--- config.mk ---
export PLATFORM = sky130hd
export DESIGN_NAME = rme_cordic
export DESIGN_NICKNAME = d
export VERILOG_FILES = /design/src/sv/assert_macros.svh /design/src/sv/rme_pkg.sv /design/src/sv/rme_cordic.sv
export SDC_FILE = /design/constraint.sdc
export NUM_CORES = 2
export LEC_CHECK = 0
export BUFFER_PORTS_ARGS = -buffer_cell sky130_fd_sc_hd__buf_2
export CELL_PAD_IN_SITES_DETAIL_PLACEMENT = 0
export CELL_PAD_IN_SITES_GLOBAL_PLACEMENT = 1
export CORE_MARGIN = 4
export CORE_UTILIZATION = 52
export DETAILED_ROUTE_END_ITERATION = 8
export PLACE_DENSITY_LB_ADDON = 0.2
export SYNTH_ARGS = -nofsm -noshare
export SYNTH_HDL_FRONTEND = slang
export SYNTH_SLANG_ARGS = --single-unit
--- constraint.sdc ---
create_clock -name aclk -period 7.7 [get_ports aclk]
set_input_delay 1.54 -clock aclk [delete_from_list [all_inputs] [get_ports aclk]]
set_output_delay 1.54 -clock aclk [all_outputs]
set_load 0.005 [all_outputs]
--- src/sv/assert_macros.svh ---
// assertion macros for the rotation to euler block
`ifndef ASSERT_MACROS_SVH
`define ASSERT_MACROS_SVH
`ifndef ASSERT_OFF
`define ASSERT_IMPL(label, clk, rst_n, prop, msg) \
    label: assert property (@(posedge clk) disable iff (!rst_n) prop) else $error(msg);
`define ASSERT_NEXT(label, clk, rst_n, pre, post, msg) \
    label: assert property (@(posedge clk) disable iff (!rst_n) (pre) |=> (post)) else $error(msg);
`else
`define ASSERT_IMPL(label, clk, rst_n, prop, msg)
`define ASSERT_NEXT(label, clk, rst_n, pre, post, msg)
`endif
`endif

--- src/sv/rme_pkg.sv ---
// shared types and constants for the rotation to euler block
`default_nettype none
package rme_pkg;
    typedef struct packed {
        logic signed [15:0] r00;
        logic signed [15:0] r01;
        logic signed [15:0] r02;
        logic signed [15:0] r10;
        logic signed [15:0] r11;
        logic signed [15:0] r12;
        logic signed [15:0] r22;
    } rme_in_t;

    typedef struct packed {
        logic signed [15:0] angle_x;
        logic signed [15:0] angle_y;
        logic signed [15:0] angle_z;
        logic               gimbal_lock;
    } rme_out_t;

    localparam int TABLE_LEN = 24;
    localparam int CW = 28;   // cordic x/y width
    localparam int AW = 23;   // angle accumulator width
    localparam logic signed [AW-1:0] HALF_PI_Q20 = 23'sd1647099;
    localparam logic signed [AW-1:0] ANGLE_MAX = 23'sd25736;

    function automatic logic signed [AW-1:0] atan_tab(input int i);
        logic signed [AW-1:0] r;
        case (i)
            0: r = 23'sd823550;
            1: r = 23'sd486171;
            2: r = 23'sd256879;
            3: r = 23'sd130396;
            4: r = 23'sd65451;
            5: r = 23'sd32757;
            6: r = 23'sd16383;
            7: r = 23'sd8192;
            8: r = 23'sd4096;
            9: r = 23'sd2048;
            10: r = 23'sd1024;
            11: r = 23'sd512;
            12: r = 23'sd256;
            13: r = 23'sd128;
            14: r = 23'sd64;
            15: r = 23'sd32;
            16: r = 23'sd16;
            17: r = 23'sd8;
            18: r = 23'sd4;
            19: r = 23'sd2;
            20: r = 23'sd1;
            default: r = '0;
        endcase
        return r;
    endfunction
endpackage
`default_nettype wire

--- src/sv/rme_cordic.sv ---
// pipelined vectoring cordic arctangent, one iteration per stage
`default_nettype none
module rme_cordic import rme_pkg::*; #(
    parameter int STEPS = 14,
    parameter int TAGW  = 1
) (
    input  wire logic               aclk,
    input  wire logic               en,
    input  wire logic signed [17:0] y_in,
    input  wire logic signed [17:0] x_in,
    input  wire logic [TAGW-1:0]    tag_in,
    output logic signed [15:0]      ang_out,
    output logic [TAGW-1:0]         tag_out
);
    localparam int NS = (STEPS < TABLE_LEN) ? STEPS : TABLE_LEN;

    logic signed [CW-1:0] x_reg [NS+1];
    logic signed [CW-1:0] y_reg [NS+1];
    logic signed [AW-1:0] a_reg [NS+1];
    logic                 z_reg [NS+1];
    logic [TAGW-1:0]      t_reg [NS+1];
    logic signed [CW-1:0] xs, ys;
    logic zero_in;

    // prerotation into the right half plane
    always_comb begin
        xs = CW'(x_in) <<< 8;
        ys = CW'(y_in) <<< 8;
        zero_in = (x_in == '0) && (y_in == '0);
    end

    always_ff @(posedge aclk) begin
        if (en) begin
            z_reg[0] <= zero_in;
            t_reg[0] <= tag_in;
            if (xs < 0) begin
                if (ys >= 0) begin
                    x_reg[0] <= ys; y_reg[0] <= -xs; a_reg[0] <= HALF_PI_Q20;
                end else begin
                    x_reg[0] <= -ys; y_reg[0] <= xs; a_reg[0] <= -HALF_PI_Q20;
                end
            end else begin
                x_reg[0] <= xs; y_reg[0] <= ys; a_reg[0] <= '0;
            end
        end
    end

    for (genvar i = 0; i < NS; i++) begin : g_it
        always_ff @(posedge aclk) begin
            if (en) begin
                z_reg[i+1] <= z_reg[i];
                t_reg[i+1] <= t_reg[i];
                if (y_reg[i] > 0) begin
                    x_reg[i+1] <= x_reg[i] + (y_reg[i] >>> i);
                    y_reg[i+1] <= y_reg[i] - (x_reg[i] >>> i);
                    a_reg[i+1] <= a_reg[i] + atan_tab(i);
                end else begin
                    x_reg[i+1] <= x_reg[i] - (y_reg[i] >>> i);
                    y_reg[i+1] <= y_reg[i] + (x_reg[i] >>> i);
                    a_reg[i+1] <= a_reg[i] - atan_tab(i);
                end
            end
        end
    end

    logic signed [AW-1:0] rnd;
    always_comb begin
        rnd = (a_reg[NS] + AW'(64)) >>> 7;
        if (z_reg[NS])            ang_out = '0;
        else if (rnd > ANGLE_MAX) ang_out = 16'(ANGLE_MAX);
        else if (rnd < -ANGLE_MAX) ang_out = 16'(-ANGLE_MAX);
        else                      ang_out = 16'(rnd);
    end
    assign tag_out = t_reg[NS];
endmodule
`default_nettype wire

==> impl_results.md <==
* Final setup TNS at 0 ns
* Total CTS buffers at 112
* Initial antenna violation count at 0
* Resized Gates After CTS at 0
* Core area at 0.1523 sq mm
* Mapped Area at 0.07991 sq mm
* Antenna Cells at 0
* Routed Antenna Nets at 0
* Die height at 400.0 microns
* H-tree levels at 3
* Max clock buf depth at 3
* Hold Vio Cnt, Final at 0
* Clock net sink count at 986
* Clock transition at path regs at 0.06 ns
* CP cell instances: inv_1 > ha_1 > nor4b_1 > nand2_1 > nor2_1 > nand2_1 > nor4_1 > o21ai_2 > inv_1 > buf_4 > mux2i_1 > ha_1 > nor2b_1 > o21ai_0 > a21oi_1 > o311a_1 > a311oi_1 > o21ai_0 > a211oi_1 > o21bai_1 > a21oi_1 > xnor2_1
* Synth-to-layout area growth at 8.294%
* TritonRoute pass-1 iters at 6
* Critical Path RT at 8.18 ns
* Final Skew at 0.02694 ns
* I/O pin cnt at 56
* Fraction of layout cells with a size suffix above 1 at 0.04799
* Die area at 0.1600 sq mm
* Worst reg2reg startpoint: y_reg[3][6]
* Port bufs at 55
* Number of synthesized register bits at 986
* Syn Inst Count at 8241
* Gr usage total at 0.2492
* Crit. End Element: flip-flop
* Async SR Flop Fraction at 0
* Max reg flops at 361
* Clk root buf: clkbuf_16
* Reg2reg end: x_reg[3][49]
* Mapped Nets at 9190
* Post-route cell area at 0.08653 sq mm
* WHS Endpoint: a_reg[9][9]
* Residual DRC at 0
* Run status: complete, no violations
* Tmin final at 7.023 ns
* Maxcap violations at 0
* Crit-path max FO at 38
* Crit path largest cell delay at 0.79 ns
* Total wire length at 203.4 mm
* Final setup fails at 0
* Largest cells by area after synthesis: edfxtp_1, ha_1, xnor2_1, xor2_1, a21oi_1
* Sequential share of the synthesized area at 0.3705
* Register area at 0.02961 sq mm
* Hold Path Depth at 0
* Hold Crit Class: reg2reg
* Largest net degree at the start of global routing at 167
* Most area-hungry cell type in the Yosys netlist: edfxtp_1
* Slew Limit Fails at 0
* Row Count at 143
* Area after DPL at 0.08261 sq mm
* Initial Utilization at 0.5248
* Mapped Avg Cell Area at 9.696 sq um
* Dpl hpwl at 161.9 mm
* Multi-input gate area at 0.04840 sq mm
* Final Net Count at 9252
* # hold bufs at CTS at 0
* TritonCTS clock tree: done
* Crit path launch: y_reg[3][6]
* R2R depth at 22
* Count leader, synth: edfxtp_1
* Vias in the first global route at 58670
* Slew margin rel. at 0.2675
* Worst-skew pair later-pin latency at 0.74 ns
* Slowest CP cell: nor4b_1
* Initial DRC count at 4368
* Setup CP Type: reg2reg
* CP Data Arrival Time at 7.50 ns
* Post-CTS Setup Inserts at 0
* Synth top area share at 0.3705
* Grt ovf at 0
* Fillers at 13400
* Routed len/inst at 19.51 microns
* Most frequent cells after synthesis: edfxtp_1, ha_1, xnor2_1
* DR vias at 61430
* Cell variety after synth at 83
* Period utilization at 0.9120
* Hold Path Origin: a_reg[8][9]
* DR vias/cell at 5.891
* EDFF count, synth at 986
* Tightest Pin Transition at 1.099 ns
* Crit path launch type: flip-flop
* Final GP Congestion at 0.9192
* Fmax at 142.4 MHz
* R2R Setup Slk at 0.68 ns
* RSZ-0062 raised after global routing: false
* Ys flop type: edfxtp_1
* Die X at 400.0 microns
* Synth warnings at 0
* Hold Slack at 0.4110 ns
* First-pass GRT wire length at 320.9 mm
## placed cells by master (no fill, tap or decap), types with 108 or more instances in the layout
cell / instances
a21o_1: 275
a21oi_1: 706
clkbuf_16: 112
edfxtp_1: 986
ha_1: 871
inv_1: 351
nand2_1: 502
nand2b_1: 130
nand3_1: 148
nor2_1: 681
nor3_1: 234
o21a_1: 108
o21ai_0: 495
o31ai_1: 129
xnor2_1: 793
xor2_1: 415
## worst max-delay path, delay by kind of cell (launching register included)
kind	cells	cell delay, ns
AOI/OAI and AO/OA	9	2.49
muxes	1	0.38
xor gates and xnor gates	1	0.08
buffers and inverters	3	0.63
DFF	1	0.46
and+or+nand+nor	6	2.23
adders and majority gates	2	0.46
## through the flow
| stage | std cells | utilization | setup WS, ns |
|---|---|---|---|
| 2_1_floorplan | 8241 | - | 1.761 |
| 3_3_place_gp | 10220 | 0.5426 | 0.8617 |
| 3_5_place_dp | 10220 | 0.5426 | 0.7448 |
| 4_1_cts | 10430 | 0.5683 | 0.7237 |
| 5_1_grt | 10430 | 0.5683 | 0.06593 |
| 6_report | 10430 | 0.5683 | 0.6772 |
## layer usage
metal | track usage | up-vias | wire [microns]
met4 | 0.07820 | 0 | 6822
li1 | - | 30690 | -
met3 | 0.02639 | 301 | 7855
met2 | 0.4324 | 1268 | 98400
met5 | 0 | - | 0
met1 | 0.3273 | 29170 | 90340
## worst max-delay path by stage
| stage | depth (start not counted) | end | slack [ns] |
|---|---|---|---|
| after detailed placement | 22 | x_reg[3][49] | 0.74 |
| after CTS | 22 | x_reg[3][49] | 0.72 |
| final | 22 | x_reg[3][49] | 0.68 |
| after floorplan | 20 | y_reg[4][54] | 1.76 |
| after global placement | 19 | x_reg[4][54] | 0.86 |
| after global routing | 22 | x_reg[3][49] | 0.07 |
## layout make-up
class | instances | share of cell area
Inverter | 357 | 0.01549
Clock buffer | 124 | 0.03291
Timing Repair Buffer | 112 | 0.008386
Sequential cell | 986 | 0.3422
Tap cell | 2030 | 0.02935
Multi-Input combinational cell | 6734 | 0.5593
Clock inverter | 85 | 0.01241
## cell families after synthesis
family / count (synthesis) / synth area share
AO/OA/AOI/OAI: 2313 / 0.1836
AND/OR/NAND/NOR: 2251 / 0.1359
XOR/XNOR: 1208 / 0.1324
flip-flops: 986 / 0.3705
adder cells (fa/ha/maj): 910 / 0.1462
buffers and inverters: 521 / 0.02457
multiplexers: 52 / 0.006858
Power is not shown: default switching activity piles up to over one toggle a cycle in this logic, so the estimate is an artifact.
