File: src/sv/assert_macros.svh
// assertion macros for the rotation to euler block
`ifndef ASSERT_MACROS_SVH
`define ASSERT_MACROS_SVH
`ifndef ASSERT_OFF
`define ASSERT_IMPL(label, clk, rst_n, prop, msg) \
    label: assert property (@(posedge clk) disable iff (!rst_n) prop) else $error(msg);
`define ASSERT_NEXT(label, clk, rst_n, pre, post, msg) \
    label: assert property (@(posedge clk) disable iff (!rst_n) (pre) |=> (post)) else $error(msg);
`else
`define ASSERT_IMPL(label, clk, rst_n, prop, msg)
`define ASSERT_NEXT(label, clk, rst_n, pre, post, msg)
`endif
`endif

File: src/sv/rme_pkg.sv
// shared types and constants for the rotation to euler block
`default_nettype none
package rme_pkg;
    typedef struct packed {
        logic signed [15:0] r00;
        logic signed [15:0] r01;
        logic signed [15:0] r02;
        logic signed [15:0] r10;
        logic signed [15:0] r11;
        logic signed [15:0] r12;
        logic signed [15:0] r22;
    } rme_in_t;

    typedef struct packed {
        logic signed [15:0] angle_x;
        logic signed [15:0] angle_y;
        logic signed [15:0] angle_z;
        logic               gimbal_lock;
    } rme_out_t;

    localparam int TABLE_LEN = 24;
    localparam int CW = 28;   // cordic x/y width
    localparam int AW = 23;   // angle accumulator width
    localparam logic signed [AW-1:0] HALF_PI_Q20 = 23'sd1647099;
    localparam logic signed [AW-1:0] ANGLE_MAX = 23'sd25736;

    function automatic logic signed [AW-1:0] atan_tab(input int i);
        logic signed [AW-1:0] r;
        case (i)
            0: r = 23'sd823550;
            1: r = 23'sd486171;
            2: r = 23'sd256879;
            3: r = 23'sd130396;
            4: r = 23'sd65451;
            5: r = 23'sd32757;
            6: r = 23'sd16383;
            7: r = 23'sd8192;
            8: r = 23'sd4096;
            9: r = 23'sd2048;
            10: r = 23'sd1024;
            11: r = 23'sd512;
            12: r = 23'sd256;
            13: r = 23'sd128;
            14: r = 23'sd64;
            15: r = 23'sd32;
            16: r = 23'sd16;
            17: r = 23'sd8;
            18: r = 23'sd4;
            19: r = 23'sd2;
            20: r = 23'sd1;
            default: r = '0;
        endcase
        return r;
    endfunction
endpackage
`default_nettype wire

File: src/sv/rme_sqrt.sv
// pipelined bitwise square root, one result bit per stage
`default_nettype none
module rme_sqrt import rme_pkg::*; #(
    parameter int TAGW = 1
) (
    input  wire logic            aclk,
    input  wire logic            en,
    input  wire logic [32:0]     sq_in,
    input  wire logic [TAGW-1:0] tag_in,
    output logic      [16:0]     root_out,
    output logic      [TAGW-1:0] tag_out
);
    // 17 stages; rem/res as in the restoring algorithm with bit = 4^(16-k)
    localparam int N = 17;
    logic [33:0] rem_reg [N+1];
    logic [33:0] res_reg [N+1];
    logic [TAGW-1:0] tag_reg [N+1];

    always_comb begin
        rem_reg[0] = {1'b0, sq_in};
        res_reg[0] = '0;
        tag_reg[0] = tag_in;
    end

    for (genvar k = 0; k < N; k++) begin : g_st
        localparam logic [33:0] BIT = 34'd1 << (2 * (N - 1 - k));
        logic [33:0] rem_next, res_next;
        always_comb begin
            if (rem_reg[k] >= res_reg[k] + BIT) begin
                rem_next = rem_reg[k] - (res_reg[k] + BIT);
                res_next = (res_reg[k] >> 1) + BIT;
            end else begin
                rem_next = rem_reg[k];
                res_next = res_reg[k] >> 1;
            end
        end
        always_ff @(posedge aclk) begin
            if (en) begin
                rem_reg[k+1] <= rem_next;
                res_reg[k+1] <= res_next;
                tag_reg[k+1] <= tag_reg[k];
            end
        end
    end

    assign root_out = res_reg[N][16:0];
    assign tag_out  = tag_reg[N];
endmodule
`default_nettype wire

File: config.mk
export PLATFORM = sky130hd
export DESIGN_NAME = rme_sqrt
export DESIGN_NICKNAME = d
export VERILOG_FILES = /design/src/sv/assert_macros.svh /design/src/sv/rme_pkg.sv /design/src/sv/rme_sqrt.sv
export SDC_FILE = /design/constraint.sdc
export NUM_CORES = 1
export LEC_CHECK = 0
export ABC_AREA = 1
export BUFFER_PORTS_ARGS = -buffer_cell sky130_fd_sc_hd__buf_2
export CORE_MARGIN = 2
export CORE_UTILIZATION = 64
export CTS_CLUSTER_DIAMETER = 150
export DETAILED_ROUTE_END_ITERATION = 10
export MAX_ROUTING_LAYER = met4
export PLACE_DENSITY = 0.85
export SKIP_LAST_GASP = 1
export SYNTH_ARGS = -nofsm -noshare
export SYNTH_HDL_FRONTEND = slang
export SYNTH_SLANG_ARGS = --single-unit
File: constraint.sdc
create_clock -name aclk -period 2.35 [get_ports aclk]
set_input_delay 0 -clock aclk [delete_from_list [all_inputs] [get_ports aclk]]
set_output_delay 0 -clock aclk [all_outputs]
set_load 0.01 [all_outputs]
==> impl_summary.txt, run 1 <==
----------------------------------------------------
[Timing]
  Final Hold Fails ... 0
  Number of failing setup endpoints in the final timing report ... 22
  Max transition margin ... 62.5%
  Fin crit period ... 2.41 ns
  Unrepaired setup endpoints after global routing ... yes
  Worst setup margin ... -0.0600 ns
  Total count of max-transition violations in the final report ... 0
  Worst clock skew on the final layout ... 0.0488 ns
  Worst Tran Pin Value ... 0.562 ns
  Crit share post-route ... 103%
  Highest clock frequency the design can meet ... 0.415 GHz
  Worst hold-check slack ... 0.0529 ns

[Yosys]
  Main combinational cell family by area after synthesis ... simple AND/OR/NAND/NOR gates
  Async S/R FF share, synth ... 0%
  Share of cell area taken by muxes after synthesis ... 0%
  Mean area per synthesized cell ... 9.20 um^2
  Synthesized-area fraction occupied by and/or/nand/nor cells ... 23.9%
  Sequential element share of the synthesized area ... 55.3%
  Post-synth top flop ... sky130_fd_sc_hd__edfxtp_1
  Total of flip-flops plus latches after synthesis ... 714
  Synth Area in Adders ... 5.36%
  Netlist area before placement ... 38,800 um^2
  Unique cell type count in the Yosys netlist ... 54
  Synth Area in Compound Gates ... 5.34%
  Ys Warns ... 0
  Synth Instances ... 4,213
  EDFF count, synth ... 714
  XOR/XNOR Fraction of Synth Area ... 2.80%

[Placed design]
  Gp weighted congestion ... 1.02
  Number of input and output port buffers inserted ... 53
  HPWL after detailed placement ... 71,300 um
  Worst setup slack before clock tree synthesis ... -0.146 ns

[Drt]
  Overall routed net length ... 101,000 um
  Post-route DRC violation count ... 0
  Per-cell routed wire length ... 18.8 um
  Detailed-routing iteration count for the pre-antenna-repair pass ... 6
  Via count ... 30.7k
  Vias/cell ... 5.74
  DRC violation total after the first TritonRoute iteration ... 3,473
  Remaining antenna violation count ... 0

[Clock network]
  Total clock sinks ... 714
  Clock H-tree levels ... 3
  Root buffer cell ... sky130_fd_sc_hd__clkbuf_16
  Number of buffers on the longest clock path ... 3
  Skew-Pair Late Insertion Delay ... 0.65 ns
  TritonCTS buffer count ... 75
  Clock tree from TritonCTS ... yes
  Register clock-pin slew on the reported worst setup and hold paths ... 0.07 ns

[Floorplanning]
  Initial Util ... 64.4%
  Die Height ... 250 um
  Width of the chip ... 250 um
  Rows ... 90
  Top Ports ... 54
  Area of the core ... 60,100 um^2
  Die area ... 62,500 um^2

[Worst setup path]
  Maximum single-stage delay on the critical path ... 0.42 ns
  Cell type of the slowest stage on the worst timing path ... sky130_fd_sc_hd__edfxtp_1
  Data arrival, critical path ... 2.78 ns
  Type of the worst setup path ... reg -> reg
  Gate family responsible for the most delay along the worst path ... simple AND/OR/NAND/NOR gates
  Crit path buffers/inverters ... 2
  Cell Chain, Critical Path ... ha_1 -> nand2_2 -> inv_1 -> nand2_1 -> nand2_1 -> a21oi_1 -> nand2_2 -> nand2_4 -> nand2_4 -> buf_4 -> nand2_1 -> o21ai_0
  Cell seen most often among critical-path stages ... sky130_fd_sc_hd__nand2_1
  Critical path data required time ... 2.72 ns
  Nature of the critical path endpoint ... flop
  Maximum fanout along the worst path ... 4
  Worst Setup Start Kind ... flop

[Power and ir drop]
  Power Total ... 38.0 mW
  Static Leak ... 19.6 nW
  Maximum ir drop on the vdd rail ... 918 uV
  Power density over the cells ... 852 nW/um^2

[GRT]
  Number of global-route vias before repair ... 29.2k
  Global routing usage summed across all routing layers ... 32.5%
  First-pass GRT wire length ... 154,000 um
  Total global routing overflow ... 0
  Initial antenna violation count ... 1
  Pin count of the biggest net entering global routing ... 98

[Finish]
  Share of final-layout standard cells stronger than drive strength 1 ... 12.2%
  Count of nets after finishing ... 4,704
  Max FFs per register ... 544
  Flip-flop and latch area ... 21,400 um^2
  Area growth from synthesis to layout ... 15.1%
  Number of antenna repair diodes ... 0
  Final design utilization ... 74.2%
  Fillcell total ... 4,012
  Area of the multi-input gates ... 15,100 um^2

[Status]
  Violations in the final reports ... setup timing
  Outcome ... finished with violations

[Job]
  Max capacitance violation total ... 0

[Min path]
  Type of the most critical hold path ... in -> reg

----------------------------------------------------
==> cells in the final DEF, fill, tap and decap left out, types with 12 or more instances in the layout <==
| master | n |
|---|---|
| sky130_fd_sc_hd__o21bai_1 | 14 |
| sky130_fd_sc_hd__buf_2 | 52 |
| sky130_fd_sc_hd__xnor2_1 | 50 |
| sky130_fd_sc_hd__nand3b_1 | 38 |
| sky130_fd_sc_hd__clkinv_1 | 13 |
| sky130_fd_sc_hd__xor2_1 | 74 |
| sky130_fd_sc_hd__buf_12 | 16 |
| sky130_fd_sc_hd__nand3_1 | 269 |
| sky130_fd_sc_hd__a21oi_2 | 52 |
| sky130_fd_sc_hd__nand4_1 | 66 |
| sky130_fd_sc_hd__edfxtp_1 | 714 |
| sky130_fd_sc_hd__clkinv_2 | 12 |
| sky130_fd_sc_hd__nor4_1 | 30 |
| sky130_fd_sc_hd__buf_4 | 131 |
| sky130_fd_sc_hd__clkbuf_16 | 76 |
| sky130_fd_sc_hd__o21ai_1 | 16 |
| sky130_fd_sc_hd__dlygate4sd3_1 | 35 |
| sky130_fd_sc_hd__nor2_2 | 27 |
| sky130_fd_sc_hd__clkbuf_1 | 12 |
| sky130_fd_sc_hd__o21ai_0 | 71 |
| sky130_fd_sc_hd__nor3_1 | 38 |
| sky130_fd_sc_hd__nor2_1 | 371 |
| sky130_fd_sc_hd__inv_1 | 650 |
| sky130_fd_sc_hd__a21oi_1 | 140 |
| sky130_fd_sc_hd__ha_4 | 25 |
| sky130_fd_sc_hd__or2_2 | 12 |
| sky130_fd_sc_hd__nand2_1 | 1237 |
| sky130_fd_sc_hd__o21ai_2 | 24 |
| sky130_fd_sc_hd__nand2_2 | 31 |
| sky130_fd_sc_hd__ha_1 | 132 |
==> metal layers <==
layer	vias up	part of all wire [%]	track usage, %
li1	14500	-	-
met1	14200	39	40.8
met2	1548	48	53.7
met3	383	7.6	4.24
met4	0	5.1	13.6
met5	-	0	-
==> power breakdown <==
part / internal [mW] / total (mW) / switching (mW)
sequential: 15.9 / 17.1 / 1.16
combinational: 3.14 / 8.71 / 5.58
clock: 6.97 / 12.2 / 5.24
total: 26.0 / 38.0 / 12.0
==> cell type report <==
type | count | area share, %
flip-flops and latches | 714 | 48.1
multi-input cells | 2808 | 33.9
inverters | 662 | 5.60
repair buffers | 240 | 4.50
clock buffers | 87 | 4.31
well taps | 782 | 2.19
clock inverters | 48 | 1.37
repair inverters | 1 | 0.0365
==> metrics by stage <==
step	area, um^2	instances	setup TNS, ns
2_1_floorplan	38800	4214	0
3_3_place_gp	40900	5154	-4.50
3_5_place_dp	40900	5154	-3.07
4_1_cts	43900	5327	0
5_1_grt	44600	5342	-1.78
6_report	44600	5342	-0.634
==> final timing paths <==
path,end,cells after the start,start,slack (ns)
worst min-delay path,rem_reg[555]$_DFFE_PP_,2,sq_in[11],0.05
worst max register to register,rem_reg[73]$_DFFE_PP_,12,rem_reg[114]$_DFFE_PP_,-0.06
worst max-delay path,rem_reg[73]$_DFFE_PP_,12,rem_reg[114]$_DFFE_PP_,-0.06
worst min register to register,tag_reg[2]$_DFFE_PP_,0,tag_reg[3]$_DFFE_PP_,0.42
==> cells in the mapped netlist, types with 3 or more instances <==
master / count / area share, %
sky130_fd_sc_hd__and3_1: 3 / 0.048
sky130_fd_sc_hd__nor2_1: 389 / 3.8
sky130_fd_sc_hd__nand2_4: 3 / 0.087
sky130_fd_sc_hd__nand4_1: 66 / 1.1
sky130_fd_sc_hd__o21ai_2: 24 / 0.54
sky130_fd_sc_hd__o21a_1: 4 / 0.077
sky130_fd_sc_hd__o21bai_1: 16 / 0.31
sky130_fd_sc_hd__xor2_1: 74 / 1.7
sky130_fd_sc_hd__a21o_1: 4 / 0.077
sky130_fd_sc_hd__nand3_2: 5 / 0.13
sky130_fd_sc_hd__a21oi_1: 153 / 2.0
sky130_fd_sc_hd__nand2_2: 26 / 0.42
sky130_fd_sc_hd__xnor2_1: 50 / 1.1
sky130_fd_sc_hd__buf_4: 9 / 0.17
sky130_fd_sc_hd__buf_12: 3 / 0.15
sky130_fd_sc_hd__edfxtp_1: 714 / 55
sky130_fd_sc_hd__nor4_1: 31 / 0.50
sky130_fd_sc_hd__nor2_2: 15 / 0.24
sky130_fd_sc_hd__ha_1: 166 / 5.4
sky130_fd_sc_hd__or2_2: 12 / 0.19
sky130_fd_sc_hd__o21ai_0: 76 / 0.98
sky130_fd_sc_hd__nand3_1: 274 / 3.5
sky130_fd_sc_hd__nor3_2: 3 / 0.077
sky130_fd_sc_hd__o21ai_1: 11 / 0.14
sky130_fd_sc_hd__nand2_1: 1248 / 12
sky130_fd_sc_hd__buf_6: 15 / 0.44
sky130_fd_sc_hd__nor3_1: 42 / 0.54
sky130_fd_sc_hd__nand2b_1: 3 / 0.048
sky130_fd_sc_hd__inv_2: 9 / 0.087
sky130_fd_sc_hd__nor2_4: 3 / 0.087
sky130_fd_sc_hd__and2_1: 3 / 0.048
sky130_fd_sc_hd__a21oi_2: 39 / 0.88
sky130_fd_sc_hd__o211ai_1: 6 / 0.12
sky130_fd_sc_hd__nand3b_1: 38 / 0.74
sky130_fd_sc_hd__inv_1: 651 / 6.3
==> timing repair <==
action                                  CTS  global route
pin swaps                                 1            12
hold buffers                             35             0
cloned                                    0             3
setup buffers                             3            12
resized for setup                         9           117
hold endpoints to repair                 94             0
endpoints found under the setup margin   48           180
==> logic make-up (layout without fill, tap and decap cells) <==
| group | after synthesis | count (layout) |
|---|---|---|
| and+or+nand+nor | 2173 | 2174 |
| DFF | 714 | 714 |
| buffers and inverters | 693 | 1038 |
| AOI/OAI and AO/OA | 342 | 342 |
| adders and majority gates | 166 | 166 |
| xor gates and xnor gates | 124 | 124 |
| other | 1 | 2 |
(Power assumes the default switching activity.)
==> inputs of run 2 (changes only) <==
- PLACE_DENSITY: 0.85 -> 0.81
- SETUP_SLACK_MARGIN: unset -> 0.05
==> run 2 against run 1 <==
The flow now finishes without violations. Die area did not move. Clock power is essentially flat. Routed wire length grew 2.8%. Clock-buffer cell count grew 1. Largest power group unchanged.
==> impl_summary.txt, run 2 (synthesis results as in run 1) <==
----------------------------------------------------
[Drt]
  Post-route DRC violation count ... 0
  Vias/cell ... 5.64
  Overall routed net length ... 103,000 um
  Per-cell routed wire length ... 19.0 um
  DRC violation total after the first TritonRoute iteration ... 3,142
  Via count ... 30.7k
  Remaining antenna violation count ... 0
  Detailed-routing iteration count for the pre-antenna-repair pass ... 8

[Power and ir drop]
  Power Total ... 38.4 mW
  Power density over the cells ... 839 nW/um^2
  Maximum ir drop on the vdd rail ... 928 uV
  Static Leak ... 20.1 nW

[Worst setup path]
  Maximum fanout along the worst path ... 7
  Cell Chain, Critical Path ... ha_4 -> buf_4 -> nand2_1 -> inv_1 -> nand2_1 -> nor2_2 -> nand2_1 -> nand3_4 -> nand2_4 -> inv_2 -> nor2_8 -> clkbuf_16 -> o21ai_2
  Type of the worst setup path ... reg -> reg
  Cell seen most often among critical-path stages ... sky130_fd_sc_hd__nand2_1
  Setup slack of the worst register-to-register path ... 0.07 ns
  Maximum single-stage delay on the critical path ... 0.48 ns
  Gate family responsible for the most delay along the worst path ... simple AND/OR/NAND/NOR gates
  Crit path buffers/inverters ... 4
  Critical path data required time ... 2.73 ns
  Cell type of the slowest stage on the worst timing path ... sky130_fd_sc_hd__edfxtp_1
  Data arrival, critical path ... 2.66 ns
  Nature of the critical path endpoint ... flop
  Worst Setup Start Kind ... flop

[Status]
  Outcome ... completed

[Finish]
  Max FFs per register ... 544
  Count of nets after finishing ... 4,794
  Area growth from synthesis to layout ... 18.3%
  Share of final-layout standard cells stronger than drive strength 1 ... 15.4%
  Fillcell total ... 3,997
  Final design utilization ... 76.2%
  Highest-count cells in the layout ignoring fill and taps ... sky130_fd_sc_hd__nand2_1 (1,229), sky130_fd_sc_hd__edfxtp_1 (714), sky130_fd_sc_hd__inv_1 (636), sky130_fd_sc_hd__nor2_1 (361), sky130_fd_sc_hd__nand3_1 (265)
  Fin area ... 45,800 um^2
  Leading cell type in the layout, fill and taps excluded ... sky130_fd_sc_hd__nand2_1

[Placed design]
  Gp weighted congestion ... 0.971
  HPWL after detailed placement ... 73,600 um
  Placed standard-cell area ... 41,300 um^2
  Number of input and output port buffers inserted ... 53

[Timing]
  Final Hold Fails ... 0
  Summed negative setup slack over all endpoints ... 0 ns
  Worst Tran Pin Value ... 0.599 ns
  Total count of max-transition violations in the final report ... 0
  Number of failing setup endpoints in the final timing report ... 0
  Crit share post-route ... 97.1%
  Max transition margin ... 59.8%
  Fin crit period ... 2.28 ns
  Highest clock frequency the design can meet ... 0.438 GHz
  Unrepaired setup endpoints after global routing ... yes
  Worst clock skew on the final layout ... 0.0463 ns

[GRT]
  Global routing usage summed across all routing layers ... 33.0%
  Number of global-route vias before repair ... 29.4k
  Pin count of the biggest net entering global routing ... 75
  Initial antenna violation count ... 1
  Total global routing overflow ... 0
  First-pass GRT wire length ... 157,000 um

[Floorplanning]
  Rows ... 90
  Die area ... 62,500 um^2
  Die Height ... 250 um
  Area of the core ... 60,100 um^2
  Width of the chip ... 250 um
  Top Ports ... 54
  Initial Util ... 64.4%

[Min path]
  Type of the most critical hold path ... in -> reg

[Clock network]
  Total clock sinks ... 714
  Skew-Pair Late Insertion Delay ... 0.66 ns
  TritonCTS buffer count ... 76
  Clock tree from TritonCTS ... yes
  Register clock-pin slew on the reported worst setup and hold paths ... 0.06 ns
  Root buffer cell ... sky130_fd_sc_hd__clkbuf_16
  Number of buffers on the longest clock path ... 3
  Clock H-tree levels ... 3

[Job]
  Max capacitance violation total ... 0

----------------------------------------------------
-- run 2: cell count changes in the layout (fill, tap and decap cells not counted), sizes merged --
cell and change:
buf +82, bufinv -2, clkbuf +3, clkinv +6
clkinvlp -1, diode +1, inv +3, nand2 +1
nor2 +1
-- run 2: layout make-up --
| type | instances | area, um^2 | share of cell area [%] |
|---|---|---|---|
| clock buffers | 88 | 1950 | 4.25 |
| repair inverters | 4 | 35.0 | 0.0764 |
| flip-flops and latches | 714 | 21400 | 46.8 |
| inverters | 662 | 2510 | 5.48 |
| repair buffers | 324 | 2730 | 5.96 |
| clock inverters | 51 | 591 | 1.29 |
| multi-input cells | 2810 | 15600 | 34.0 |
| diodes | 1 | 2.50 | 0.00546 |
| well taps | 782 | 978 | 2.13 |
-- run 2: final timing paths --
kind,startpoint,endpoint,depth (start not counted)
max,rem_reg[181]$_DFFE_PP_,rem_reg[145]$_DFFE_PP_,13
min,sq_in[27],rem_reg[571]$_DFFE_PP_,2
min reg2reg,res_reg[327]$_DFFE_PP_,res_reg[292]$_DFFE_PP_,0
max reg2reg,rem_reg[181]$_DFFE_PP_,rem_reg[145]$_DFFE_PP_,13
-- run 2: routing by layer --
metal  GRT usage (%)  wire length (um)
met5               -                 0
met4            11.0              3630
met3            4.09              7230
met2            54.5             50500
met1            42.7             42000
-- run 2: per-stage QoR --
stage               hold slack, ns  instances  setup WS (ns)
CTS                         0.0230       5381         0.0476
detailed placement           0.178       5199         -0.246
global route                0.0437       5436        -0.0156
finish                      0.0640       5436         0.0689
global placement             0.176       5199         -0.314
floorplan                   0.0989       4214          0.347
-- run 2: worst register-to-register path: stages (launching register included) --
cell,delay [ns]
sky130_fd_sc_hd__edfxtp_1,0.48
sky130_fd_sc_hd__ha_4,0.30
sky130_fd_sc_hd__buf_4,0.15
sky130_fd_sc_hd__nand2_1,0.06
sky130_fd_sc_hd__inv_1,0.05
sky130_fd_sc_hd__nand2_1,0.09
sky130_fd_sc_hd__nor2_2,0.05
sky130_fd_sc_hd__nand2_1,0.10
sky130_fd_sc_hd__nand3_4,0.09
sky130_fd_sc_hd__nand2_4,0.08
sky130_fd_sc_hd__inv_2,0.06
sky130_fd_sc_hd__nor2_8,0.24
sky130_fd_sc_hd__clkbuf_16,0.22
sky130_fd_sc_hd__o21ai_2,0.05
-- run 2: repair_timing --
item / 4_1_cts / 5_1_grt
buffers inserted: 7 / 44
hold endpoints to repair: 59 / 0
pin swaps: 6 / 33
endpoints found under the setup margin: 108 / 218
gates resized for setup: 24 / 189
hold buffers: 35 / 0
cloned: 1 / 10
-- run 2: report_power, final --
part / total [mW] / internal [mW] / switching (mW) / leakage [nW]
Combinational: 9.18 / 3.47 / 5.71 / 12.0
Sequential: 17.2 / 15.9 / 1.22 / 6.85
Clock: 12.1 / 6.85 / 5.26 / 1.23
Total: 38.4 / 26.3 / 12.2 / 20.1
